## src/rtl/smx_pkg.sv

```systemverilog
// ----------------------------------------------------------------------------
// smx_pkg: shared types and constants of the stack machine executor
// opcodes, decoded instruction format, transfer payloads and sizing
// ----------------------------------------------------------------------------
package smx_pkg;

  // sizing
  localparam int STACK_DEPTH = 1024;
  localparam int LOCAL_COUNT = 512;
  localparam int CNT_W       = $clog2(STACK_DEPTH + 1);
  localparam int STK_AW      = $clog2(STACK_DEPTH);
  localparam int LOC_AW      = $clog2(LOCAL_COUNT);
  localparam int QUEUE_DEPTH = 2;
  localparam int QUEUE_AW    = $clog2(QUEUE_DEPTH);
  localparam int QCNT_W      = $clog2(QUEUE_DEPTH + 1);
  localparam int CFG_IDX_W   = 1;

  // program counter advance: opcode byte alone, or opcode byte plus word
  localparam logic [31:0] PC_STEP_OP  = 32'd1;
  localparam logic [31:0] PC_STEP_IMM = 32'd5;

  // opcode bytes
  localparam logic [7:0] ACT_HALT   = 8'h01;
  localparam logic [7:0] ACT_CONST  = 8'h10;
  localparam logic [7:0] ACT_STRING = 8'h12;
  localparam logic [7:0] ACT_ADD    = 8'h20;
  localparam logic [7:0] ACT_SUB    = 8'h21;
  localparam logic [7:0] ACT_MUL    = 8'h22;
  localparam logic [7:0] ACT_LOAD   = 8'h60;
  localparam logic [7:0] ACT_STORE  = 8'h61;
  localparam logic [7:0] ACT_CALL   = 8'hF1;

  // configuration register indexes
  localparam logic [CFG_IDX_W-1:0] CFG_PROG_LEN  = 1'd0;
  localparam logic [CFG_IDX_W-1:0] CFG_CODE_BASE = 1'd1;

  typedef enum logic [3:0] {
    OP_HALT,
    OP_CONST,
    OP_STRING,
    OP_ADD,
    OP_SUB,
    OP_MUL,
    OP_LOAD,
    OP_STORE,
    OP_CALL,
    OP_BAD
  } op_t;

  typedef enum logic [1:0] {
    BK_CLEAR,
    BK_ISSUE,
    BK_EXEC
  } back_state_t;

  typedef struct packed {
    logic [7:0]  action;
    logic [31:0] operand;
  } cmd_t;

  typedef struct packed {
    logic [31:0]      top_value;
    logic [CNT_W-1:0] stack_depth;
    logic             is_running;
    logic [31:0]      program_counter;
  } res_t;

  // decoded instruction as held in the queue
  typedef struct packed {
    op_t         op;
    logic        has_imm;
    logic        idx_ok;
    logic [31:0] operand;
  } instr_t;

endpackage

```

## src/rtl/smx_front.sv

```systemverilog
// ----------------------------------------------------------------------------
// smx_front: instruction intake and decode
// takes command transfers, classifies the opcode and writes the queue
// ----------------------------------------------------------------------------
module smx_front (
  input  logic            cmd_valid,
  output logic            cmd_stall,
  input  smx_pkg::cmd_t   cmd,
  input  logic            clearing,
  input  logic            q_full,
  output logic            q_push,
  output smx_pkg::instr_t q_data
);
  import smx_pkg::*;

  op_t  op;
  logic has_imm;

  always_comb begin
    has_imm = 1'b0;
    unique case (cmd.action)
      ACT_HALT:   op = OP_HALT;
      ACT_CONST:  begin op = OP_CONST;  has_imm = 1'b1; end
      ACT_STRING: begin op = OP_STRING; has_imm = 1'b1; end
      ACT_ADD:    op = OP_ADD;
      ACT_SUB:    op = OP_SUB;
      ACT_MUL:    op = OP_MUL;
      ACT_LOAD:   begin op = OP_LOAD;   has_imm = 1'b1; end
      ACT_STORE:  begin op = OP_STORE;  has_imm = 1'b1; end
      ACT_CALL:   op = OP_CALL;
      default:    op = OP_BAD;
    endcase
  end

  assign cmd_stall       = clearing | q_full;
  assign q_push          = cmd_valid & ~cmd_stall;
  assign q_data.op       = op;
  assign q_data.has_imm  = has_imm;
  assign q_data.idx_ok   = (cmd.operand < 32'(LOCAL_COUNT));
  assign q_data.operand  = cmd.operand;

endmodule

```

## config.mk

```make
export PLATFORM = sky130hd
export DESIGN_NAME = smx_front
export DESIGN_NICKNAME = d
export VERILOG_FILES = /design/src/rtl/smx_pkg.sv /design/src/rtl/smx_front.sv
export SDC_FILE = /design/constraint.sdc
export NUM_CORES = 1
export LEC_CHECK = 0
export ABC_AREA = 1
export BUFFER_PORTS_ARGS = -buffer_cell sky130_fd_sc_hd__clkbuf_2
export CAP_MARGIN = 40
export CORE_MARGIN = 5
export CORE_UTILIZATION = 28
export DETAILED_ROUTE_END_ITERATION = 6
export PLACE_DENSITY = 0.8
export SYNTH_ARGS = -nofsm -noshare
export SYNTH_HDL_FRONTEND = slang
export SYNTH_SLANG_ARGS = --single-unit
```

## constraint.sdc

```tcl
create_clock -name vclk -period 0.8
set_input_delay 0.08 -clock vclk [all_inputs]
set_output_delay 0.08 -clock vclk [all_outputs]
set_load 0.01 [all_outputs]
```

[Word-level counts from Yosys, hierarchy flattened]
Index checks and enable logic that the tools add are counted.
Word-level totals
  register bits after elaboration: 0
  latch bits: 0
  RAM bits: 0
  bits in read-only memories: 0
  input bits: 43
  output and inout bits: 40
  logic and storage cells: 16
  memories: 0
Cells by class
  $add $sub $neg: 0
  $mul: 0
  div/mod/pow operators: 0
  $lt $le $gt $ge: 1
  eq/ne operators: 9
  shift-type cells: 0
  multiplexer cells: 2
  bitwise gates (word level): 3
  reductions and logical operators: 1
Operators with widths (number)
  4-bit case mux with 9 select lines: 1
  32-bit by 10-bit < comparator with 1-bit output, second input constant: 1
  8-bit by 6-bit equality test with 1-bit output, second input constant: 3
  8-bit by 5-bit equality test with 1-bit output, second input constant: 2
  8-bit by 7-bit equality test with 1-bit output, second input constant: 2
  8-bit by 1-bit equality test with 1-bit output, second input constant: 1
  8-bit equality test, second input constant: 1
  4-bit OR reduction: 1
  1-bit AND: 1
  1-bit 2-to-1 mux: 1
  1-bit NOT: 1
  1-bit OR: 1

[Logic depth before layout (Yosys ltp)]
  word-level depth: 3
  mapped depth: 8
  depth with buffers taken out: 8

[Least setup slack after synthesis]
OpenSTA, ideal clock, no wires.
  kind: input to output
  start point: input cmd[34] in the netlist's numbering
  end point: output q_data[34] in the netlist's numbering
  data arrival time: 0.651 ns
  required time: 0.720 ns
  slack: 0.069 ns
  cell stages on the path: 8
  buffers on the path: 0
  cells stage by stage: inv_2 > nand2_4 > nor2_1 > nand2_1 > nand2_1 > nor2_1 > nand2_2 > nand2_1
RTL lines
  start, declared: line smx_front.sv:8  | input smx_pkg::cmd_t cmd,
  end, declared: line smx_front.sv:12  | output smx_pkg::instr_t q_data

==> results_dict.tcl <==
set metrics [dict create \
    core_sq_um 1940 \
    multi_input_area_sq_um 368 \
    grt.overflow.total 0 \
    grt_pass1_wl_microns 1880 \
    crit_buf_inv 3 \
    ys_top_cells_by_area "buf_4 (44%), nand2_1 (15%), nor2_1 (10%), nand2_2 (7.8%), nor2_4 (4.0%)" \
    required_ps 720 \
    die_y_microns 54.7 \
    antenna_found_initial 0 \
    area_growth_pct 51.9 \
    start_kind "input pin" \
    nClkBuffers 0 \
    crit_type "input pin to primary output" \
    hold_end "q_data[5]" \
    num_rows 16 \
    violations "negative setup slack" \
    holdPathStages 0 \
    power_density_nw_per_um2 428 \
    slew_headroom_pct 84.3 \
    layout.nets 180 \
    min_from "cmd[5]" \
    initialDrtViolationCount 9 \
    met2_length_microns 918 \
    num_vias 687 \
    drt_pass1_iterations 4 \
    drive_gt1_share_pct 77.0 \
    io_pins 83 \
    wl_met3_microns 348 \
    outcome "complete, but fails checks" \
    critPathMaxStageDelay_ps 160 \
    num_antenna_cells 0 \
    grt_start_max_net_pins 6 \
    ys_seq_area_share_pct 0 \
    fin_util_pct 43.8 \
    die_x_microns 54.7 \
    flops_and_latches 0 \
    final-max-slew-violation-count 0 \
    final.setup.worst_slack_ps -176 \
    hold_viol 0 \
    path_cells "buf_6 > inv_4 > nand2_4 > nor2_4 > nand2_2 > nand2_2 > nor2_1 > nand2_2 > nand2_1 > buf_2" \
    track_usage_pct 8.00 \
    cp_common_cell "nand2_2" \
    drc 0 \
    start_util_pct 28.8 \
    cp_slowest_cell "nor2_4" \
    worstPathMaxFanout 4 \
    synth-warning-count 0 \
    tightest_slew_ps 234 \
    ant_nets 0 \
    vias_per_cell 4.24 \
    hold_path.class "input pin to primary output" \
    ir_drop_uv 219 \
    synth.cell_area_sq_um 559 \
    yosys.area.top_type "buf_4" \
    drt-met1-wl_microns 492 \
    cp_data_arrival_time_ps 900 \
    fin_crit_sh_pct 122 \
    routed.top_layer "met4" \
    crit_path_end_kind "primary output" \
    drt-total-wl_microns 1760 \
    syn_area_per_cell_sq_um 5.59 \
    grt_pass1_vias 539 \
    total_leakage_power_nw 0.490 \
    dp_hpwl_microns 1440 \
    n_fill_cell 202 \
    seq_area_sq_um 0 \
    crit_family "simple AND/OR/NAND/NOR gates" \
    p_total_uw 364 \
    wire_per_inst_microns 10.9 \
    port_buffers 65 \
    cap_violations 0 \
    synth_nets 143 \
    synthDistinctLibCells 14 \
    synth.top_cells.by_count "buf_4 (33), nand2_1 (22), nor2_1 (15)" \
    gp_congestion 0.802 \
    yosysMostFrequentCell "buf_4" \
    synth.top_cell.area_share_pct 44.3 \
    setup_viol 6 \
    fmax_ghz 1.03 \
    period_minus_slack_ps 976 \
    cp_num_cells 10 \
    rsz0062_at_grt "true" \
    hold_buffers 0 \
    dieArea_sq_um 2990 \
    synth_cells 100 \
]
==> placed cells by master (no fill, tap or decap), types with 2 or more instances in the layout <==
cell      count
nand2_4       3
nand2_1      13
clkbuf_2     52
inv_4         3
nor2_4        6
buf_6         8
nand2_2      14
buf_2         4
nor4_2        2
nor2_1       11
nand3_1       4
inv_2         5
buf_4         3
==> power by group <==
part | internal [mW] | leakage [nW] | switching (mW)
registers | 0 | 0 | 0
clock network | 0 | 0 | 0
logic | 0.176 | 0.490 | 0.187
total | 0.176 | 0.490 | 0.187
==> stage by stage <==
step	hold slack, ps	setup slack, ps	area, sq um	setup TNS (ps)	instances
2_1_floorplan	247	68.6	559	0	100
3_3_place_gp	160	-181	686	-730	161
3_5_place_dp	160	-205	686	-790	161
4_1_cts	160	-158	738	-662	161
5_1_grt	160	-230	850	-1070	162
6_report	160	-176	850	-709	162
==> metal layers <==
| metal | GRT usage [%] | vias to the layer above |
|---|---|---|
| li1 | - | 346 |
| met1 | 7.37 | 280 |
| met2 | 16.9 | 59 |
| met3 | 2.72 | 2 |
| met4 | 0.415 | 0 |
| met5 | 0 | - |
==> kinds of logic after synthesis <==
family                 share of synthesized area (%)
AOI/OAI and AO/OA                              0.894
buffers and inverters                           50.3
and+or+nand+nor                                 48.8
==> how the worst max path moves through the flow <==
stage                       start    endpoint  slack [ps]
after floorplan           cmd[34]  q_data[34]          70
after global placement    cmd[36]  q_data[34]        -180
after detailed placement  cmd[39]  q_data[37]        -200
after CTS                 cmd[35]  q_data[37]        -160
after global routing      cmd[34]  q_data[37]        -230
final                     cmd[34]  q_data[37]        -180
==> final cells by class <==
class | count | share of cell area (%)
Inverter | 9 | 4.86
Timing Repair Buffer | 68 | 47.9
Multi-Input combinational cell | 58 | 43.3
Tap cell | 27 | 3.98
==> repair_timing <==
| item | in CTS | in global routing |
|---|---|---|
| resized for setup | 14 | 33 |
| pin swaps | 14 | 24 |
| setup endpoints to repair | 6 | 6 |
| buffers inserted | 0 | 1 |
(Power assumes the default switching activity.)
