**src/rtl/smx_pkg.sv**
```systemverilog
// ----------------------------------------------------------------------------
// smx_pkg: shared types and constants of the stack machine executor
// opcodes, decoded instruction format, transfer payloads and sizing
// ----------------------------------------------------------------------------
package smx_pkg;

  // sizing
  localparam int STACK_DEPTH = 1024;
  localparam int LOCAL_COUNT = 512;
  localparam int CNT_W       = $clog2(STACK_DEPTH + 1);
  localparam int STK_AW      = $clog2(STACK_DEPTH);
  localparam int LOC_AW      = $clog2(LOCAL_COUNT);
  localparam int QUEUE_DEPTH = 2;
  localparam int QUEUE_AW    = $clog2(QUEUE_DEPTH);
  localparam int QCNT_W      = $clog2(QUEUE_DEPTH + 1);
  localparam int CFG_IDX_W   = 1;

  // program counter advance: opcode byte alone, or opcode byte plus word
  localparam logic [31:0] PC_STEP_OP  = 32'd1;
  localparam logic [31:0] PC_STEP_IMM = 32'd5;

  // opcode bytes
  localparam logic [7:0] ACT_HALT   = 8'h01;
  localparam logic [7:0] ACT_CONST  = 8'h10;
  localparam logic [7:0] ACT_STRING = 8'h12;
  localparam logic [7:0] ACT_ADD    = 8'h20;
  localparam logic [7:0] ACT_SUB    = 8'h21;
  localparam logic [7:0] ACT_MUL    = 8'h22;
  localparam logic [7:0] ACT_LOAD   = 8'h60;
  localparam logic [7:0] ACT_STORE  = 8'h61;
  localparam logic [7:0] ACT_CALL   = 8'hF1;

  // configuration register indexes
  localparam logic [CFG_IDX_W-1:0] CFG_PROG_LEN  = 1'd0;
  localparam logic [CFG_IDX_W-1:0] CFG_CODE_BASE = 1'd1;

  typedef enum logic [3:0] {
    OP_HALT,
    OP_CONST,
    OP_STRING,
    OP_ADD,
    OP_SUB,
    OP_MUL,
    OP_LOAD,
    OP_STORE,
    OP_CALL,
    OP_BAD
  } op_t;

  typedef enum logic [1:0] {
    BK_CLEAR,
    BK_ISSUE,
    BK_EXEC
  } back_state_t;

  typedef struct packed {
    logic [7:0]  action;
    logic [31:0] operand;
  } cmd_t;

  typedef struct packed {
    logic [31:0]      top_value;
    logic [CNT_W-1:0] stack_depth;
    logic             is_running;
    logic [31:0]      program_counter;
  } res_t;

  // decoded instruction as held in the queue
  typedef struct packed {
    op_t         op;
    logic        has_imm;
    logic        idx_ok;
    logic [31:0] operand;
  } instr_t;

endpackage

```
**src/rtl/smx_queue.sv**
```systemverilog
// ----------------------------------------------------------------------------
// smx_queue: short instruction queue between decode and execute
// first in first out, head shown combinationally
// ----------------------------------------------------------------------------
module smx_queue (
  input  logic            clk,
  input  logic            rst,
  input  logic            push,
  input  smx_pkg::instr_t data_in,
  output logic            full,
  output logic            avail,
  output smx_pkg::instr_t head,
  input  logic            pop
);
  import smx_pkg::*;

  instr_t               entry [QUEUE_DEPTH];
  logic [QUEUE_AW-1:0]  wr_ptr;
  logic [QUEUE_AW-1:0]  rd_ptr;
  logic [QCNT_W-1:0]    count;

  always_ff @(posedge clk) begin
    if (rst) begin
      wr_ptr <= '0;
      rd_ptr <= '0;
      count  <= '0;
    end else begin
      if (push) begin
        wr_ptr <= (wr_ptr == QUEUE_AW'(QUEUE_DEPTH - 1)) ? '0 : wr_ptr + 1'b1;
      end
      if (pop) begin
        rd_ptr <= (rd_ptr == QUEUE_AW'(QUEUE_DEPTH - 1)) ? '0 : rd_ptr + 1'b1;
      end
      if (push && !pop) begin
        count <= count + 1'b1;
      end else if (pop && !push) begin
        count <= count - 1'b1;
      end
    end
  end

  always_ff @(posedge clk) begin
    if (push) begin
      entry[wr_ptr] <= data_in;
    end
  end

  assign full  = (count == QCNT_W'(QUEUE_DEPTH));
  assign avail = (count != '0);
  assign head  = entry[rd_ptr];

`ifndef ASSERT_OFF
  a_no_overflow: assert property (@(posedge clk) disable iff (rst)
    push |-> (count != QCNT_W'(QUEUE_DEPTH)))
    else $error("queue written while full");

  a_no_underflow: assert property (@(posedge clk) disable iff (rst)
    pop |-> (count != '0))
    else $error("queue read while empty");
`endif

endmodule

```
**config.mk**
```make
export PLATFORM = sky130hd
export DESIGN_NAME = smx_queue
export DESIGN_NICKNAME = d
export VERILOG_FILES = /design/src/rtl/smx_pkg.sv /design/src/rtl/smx_queue.sv
export SDC_FILE = /design/constraint.sdc
export NUM_CORES = 1
export LEC_CHECK = 0
export ABC_AREA = 1
export BUFFER_PORTS_ARGS = -buffer_cell sky130_fd_sc_hd__buf_2
export CORE_MARGIN = 3
export CORE_UTILIZATION = 52
export DETAILED_ROUTE_END_ITERATION = 8
export GPL_TIMING_DRIVEN = 0
export PLACE_DENSITY = 0.9
export SYNTH_ARGS = -nofsm -noshare
export SYNTH_HDL_FRONTEND = slang
export SYNTH_SLANG_ARGS = --single-unit
```
**constraint.sdc**
```tcl
create_clock -name clk -period 3.5 [get_ports clk]
set_input_delay 0.7 -clock clk [delete_from_list [all_inputs] [get_ports clk]]
set_output_delay 0.7 -clock clk [all_outputs]
set_load 0.005 [all_outputs]
```
# Word level (Yosys, flattened, before mapping)
# Memory sizes are Yosys's and may differ from the RTL's. A register that Yosys moved wholly into a read port is not among the register bits.
# Index checks and enable logic that the tools add are counted.
[word_totals]
elab_cells = 23
ramBits = 76
output_inout_bits = 40
mem_count = 1
regBits = 4
input_bits = 42
[mem_list]
columns = ["memory", "words", "word_bits", "rd", "rd_clocked_by_memory_dff", "wr", "line_no", "source"]
rows = [
  ["entry", 2, 38, 1, 1, 1, "smx_queue.sv:17", "instr_t entry [QUEUE_DEPTH];"],
]
[classes]
n_eq_ne = 1
n_mux = 8
add_sub_neg = 4
reduce_logical = 6
[op_table]
columns = ["op", "count"]
rows = [
  ["$mux W1", 6],
  ["$mux W2", 2],
  ["$reduce_bool A2 Y1", 2],
  ["$add A1 B1 Y1 const B", 2],
  ["$add A2 B1 Y2 const B", 1],
  ["$eq A2 B2 Y1 const B", 1],
  ["$logic_and A1 B1 Y1", 2],
  ["$logic_not A1 Y1", 2],
  ["$sub A2 B1 Y2 const B", 1],
]

# Longest topological paths before layout
[depth]
ltp_word = 4
ltp_mapped = 8
mapped_depth_nobuf = 8

# Worst setup path after synthesis
# OpenSTA, ideal clock, no wires.
[synth_path]
path_kind = "in2reg"
startpoint = "input push"
endpoint = "memory entry[0][0] in the netlist's numbering, enable pin"
path_slack_ps = 726
setup_ps = 434
arrival_time_ps = 2339
t_required_ps = 3066
stages = 2
n_path_buf = 0
path_cell_list = "inv_1 > nor2_1"
[synth_between]
elab_chain_cells = 2
[synth_lines]
columns = ["element", "line_no", "source"]
rows = [
  ["from (decl)", "smx_queue.sv:8", "input logic push,"],
  ["$mux W1", "smx_queue.sv:43", "if (push) begin"],
  ["$mux W1 (not written as such)", "smx_queue.sv:44", "entry[wr_ptr] <= data_in;"],
  ["to (decl)", "smx_queue.sv:17", ""],
]
# No other way between the ends.

==> out/qor.csv <==
metric;value;unit
status;completed;
grt_max_degree;40;
r2r_cells;2;
p_leak;0.00150;µW
finClkSkew;0.00616;ns
grt_pass1_vias;1584;
syn-num-nets;194;
whs;0.531;ns
drt-total-wl;4900;µm
post_drt_via_cell_ratio;4.85;
worstHoldPathCells;2;
drc;0;
postRouteAntennaNets;0;
synthCells;151;
postLayoutCoreUtil;66.5;%
top_layer_used;met4;
yosys.area_share.simple;2.01;%
setup_slack;1.33;ns
die_h;82.6;µm
critPathKind;flip-flop to primary output;
end_kind;primary output;
area_growth;22.2;%
synthXorXnorAreaFrac;0.287;%
core-area;0.00561;mm²
num_rows;27;
synthMuxAreaShare;16.5;%
fin_crit;2.17;ns
cts_hold_buf;0;
synth_top_family_by_area;multiplexers;
rr_endpoint;entry[1][2];
slew_headroom;44.2;%
grt_pass1_wl;7290;µm
portBuffers;81;
cts-resized-gates;0;
firstDrtPassIters;5;
synth_seq_area_share;78.1;%
io_pins;82;
vias;1557;
cts_setup_buffers;0;
final_common_cell;buf_2;
startpoint_type;flip-flop;
worstPathArrival;1.47;ns
chipWidth;82.6;µm
cts_root_buf;clkbuf_8;
ir_drop;0.000269;V
period_share;61.9;%
hpwlAfterDp;3460;µm
required;2.80;ns
routedWlPerCell;15.3;µm
antenna_found_initial;0;
path_max_fanout;10;
grt_overflow;0;
final_cells;321;
p_per_area;510;mW/mm²
place.gp.congestion;0.685;
setup_viol;0;
syn_avg_cell_area;20.2;µm²
cts-htree-levels;3;
synth_fa_ha_area_share;0.410;%
clock_sinks;81;
r2r_setup_slack;2.00;ns
place_inst;305;
cts_tree;built;
synth-compound-area-share;0.328;%
clockBufferDepth;2;
clk_latency;0.32;ns
timing.rr.start;wr_ptr;
mostFrequentLayoutCells;82 x buf_2, 76 x edfxtp_1, 20 x mux2_4;
finalHoldViolCount;0;
antenna_cells;0;
worst_pin_slew;0.836;ns
met3_wirelength;312;µm
ys_seq_elements;81;
ys_types;16;
tritoncts.num_buffers;9;
dpl_worst_slack;1.58;ns
die_area;0.00682;mm²
drive_gt1_share;55.4;%
slew_violations;0;
max_freq;462;MHz
start_util;54.4;%
fin_nets;287;
met2_length;2490;µm
yosysWarnings;0;
hold_end;rd_ptr;
min_from;rd_ptr;
path_clk_slew;0.07;ns
fin_setup_tns;0;ns
rsz0062_at_grt;false;
maxCapViolations;0;
wl_met1;2020;µm
grtUsageTotal;14.9;%
netlist_area;0.00305;mm²
first_iter_violations;70;
hp-class;flip-flop to flip-flop;
[state kept, by name (all words and copies together), names as in the netlist, named ones only]
name    count
rd_ptr      1
wr_ptr      1
entry      76
count       2
[critical path, cell delays in order (launching register included)]
cell	delay, ns
dfxtp_1	0.34
buf_6	0.16
buf_6	0.19
mux2_4	0.32
buf_2	0.13
[kinds of logic (layout without fill, tap and decap cells)]
family | after synthesis | after routing
compound gates | 2 | 2
xor+xnor | 1 | 1
fa+ha+maj | 1 | 1
buf+inv | 13 | 111
flops | 81 | 81
mux | 38 | 38
simple gates | 15 | 15
[stage by stage]
step	area (µm²)	power, µW
after global placement	3550	1370
after floorplan	3050	1280
after global routing	3730	1990
final	3730	1900
after CTS	3730	1930
after detailed placement	3570	1390
[synthesized netlist by cell type]
cell | count | area share [%]
nand2_1 | 6 | 0.74
buf_2 | 1 | 0.16
buf_6 | 3 | 1.1
a21oi_1 | 1 | 0.16
mux2_4 | 20 | 9.8
nand4_1 | 1 | 0.21
nor3_1 | 1 | 0.16
ha_1 | 1 | 0.41
nor2_1 | 6 | 0.74
nand3_1 | 1 | 0.16
mux2_2 | 18 | 6.6
inv_1 | 9 | 1.1
edfxtp_1 | 76 | 75
dfxtp_1 | 5 | 3.3
o21ai_0 | 1 | 0.16
xnor2_1 | 1 | 0.29
[how the worst max path moves through the flow]
stage | slack (ns) | end
detailed placement | 1.58 | entry[1][17]
CTS | 1.30 | head[7]
global route | 1.25 | head[12]
floorplan | 0.73 | entry[0][0]
global placement | -0.25 | entry[0][9]
finish | 1.33 | head[7]
[power breakdown]
group / internal, µW / switching [µW] / total (µW)
clock network: 250 / 291 / 540
logic: 125 / 103 / 228
registers: 1120 / 14.3 / 1130
total: 1490 / 408 / 1900
[per-layer routing]
layer	GRT usage, %	vias to the layer above
met1	17.6	735
met3	4.12	8
met2	24.7	57
met4	8.01	0
met5	0	-
li1	-	757
[cell type report]
type                            count  area [µm²]
Clock buffer                       11         131
Sequential cell                    81        2380
Inverter                            9        33.8
Buffer                              4        38.8
Multi-Input combinational cell     57         603
Clock inverter                      5        22.5
Timing Repair Buffer               82         425
Tap cell                           72        90.1
Fill cell                         416        1880
Power figures use the tool's default switching activity.
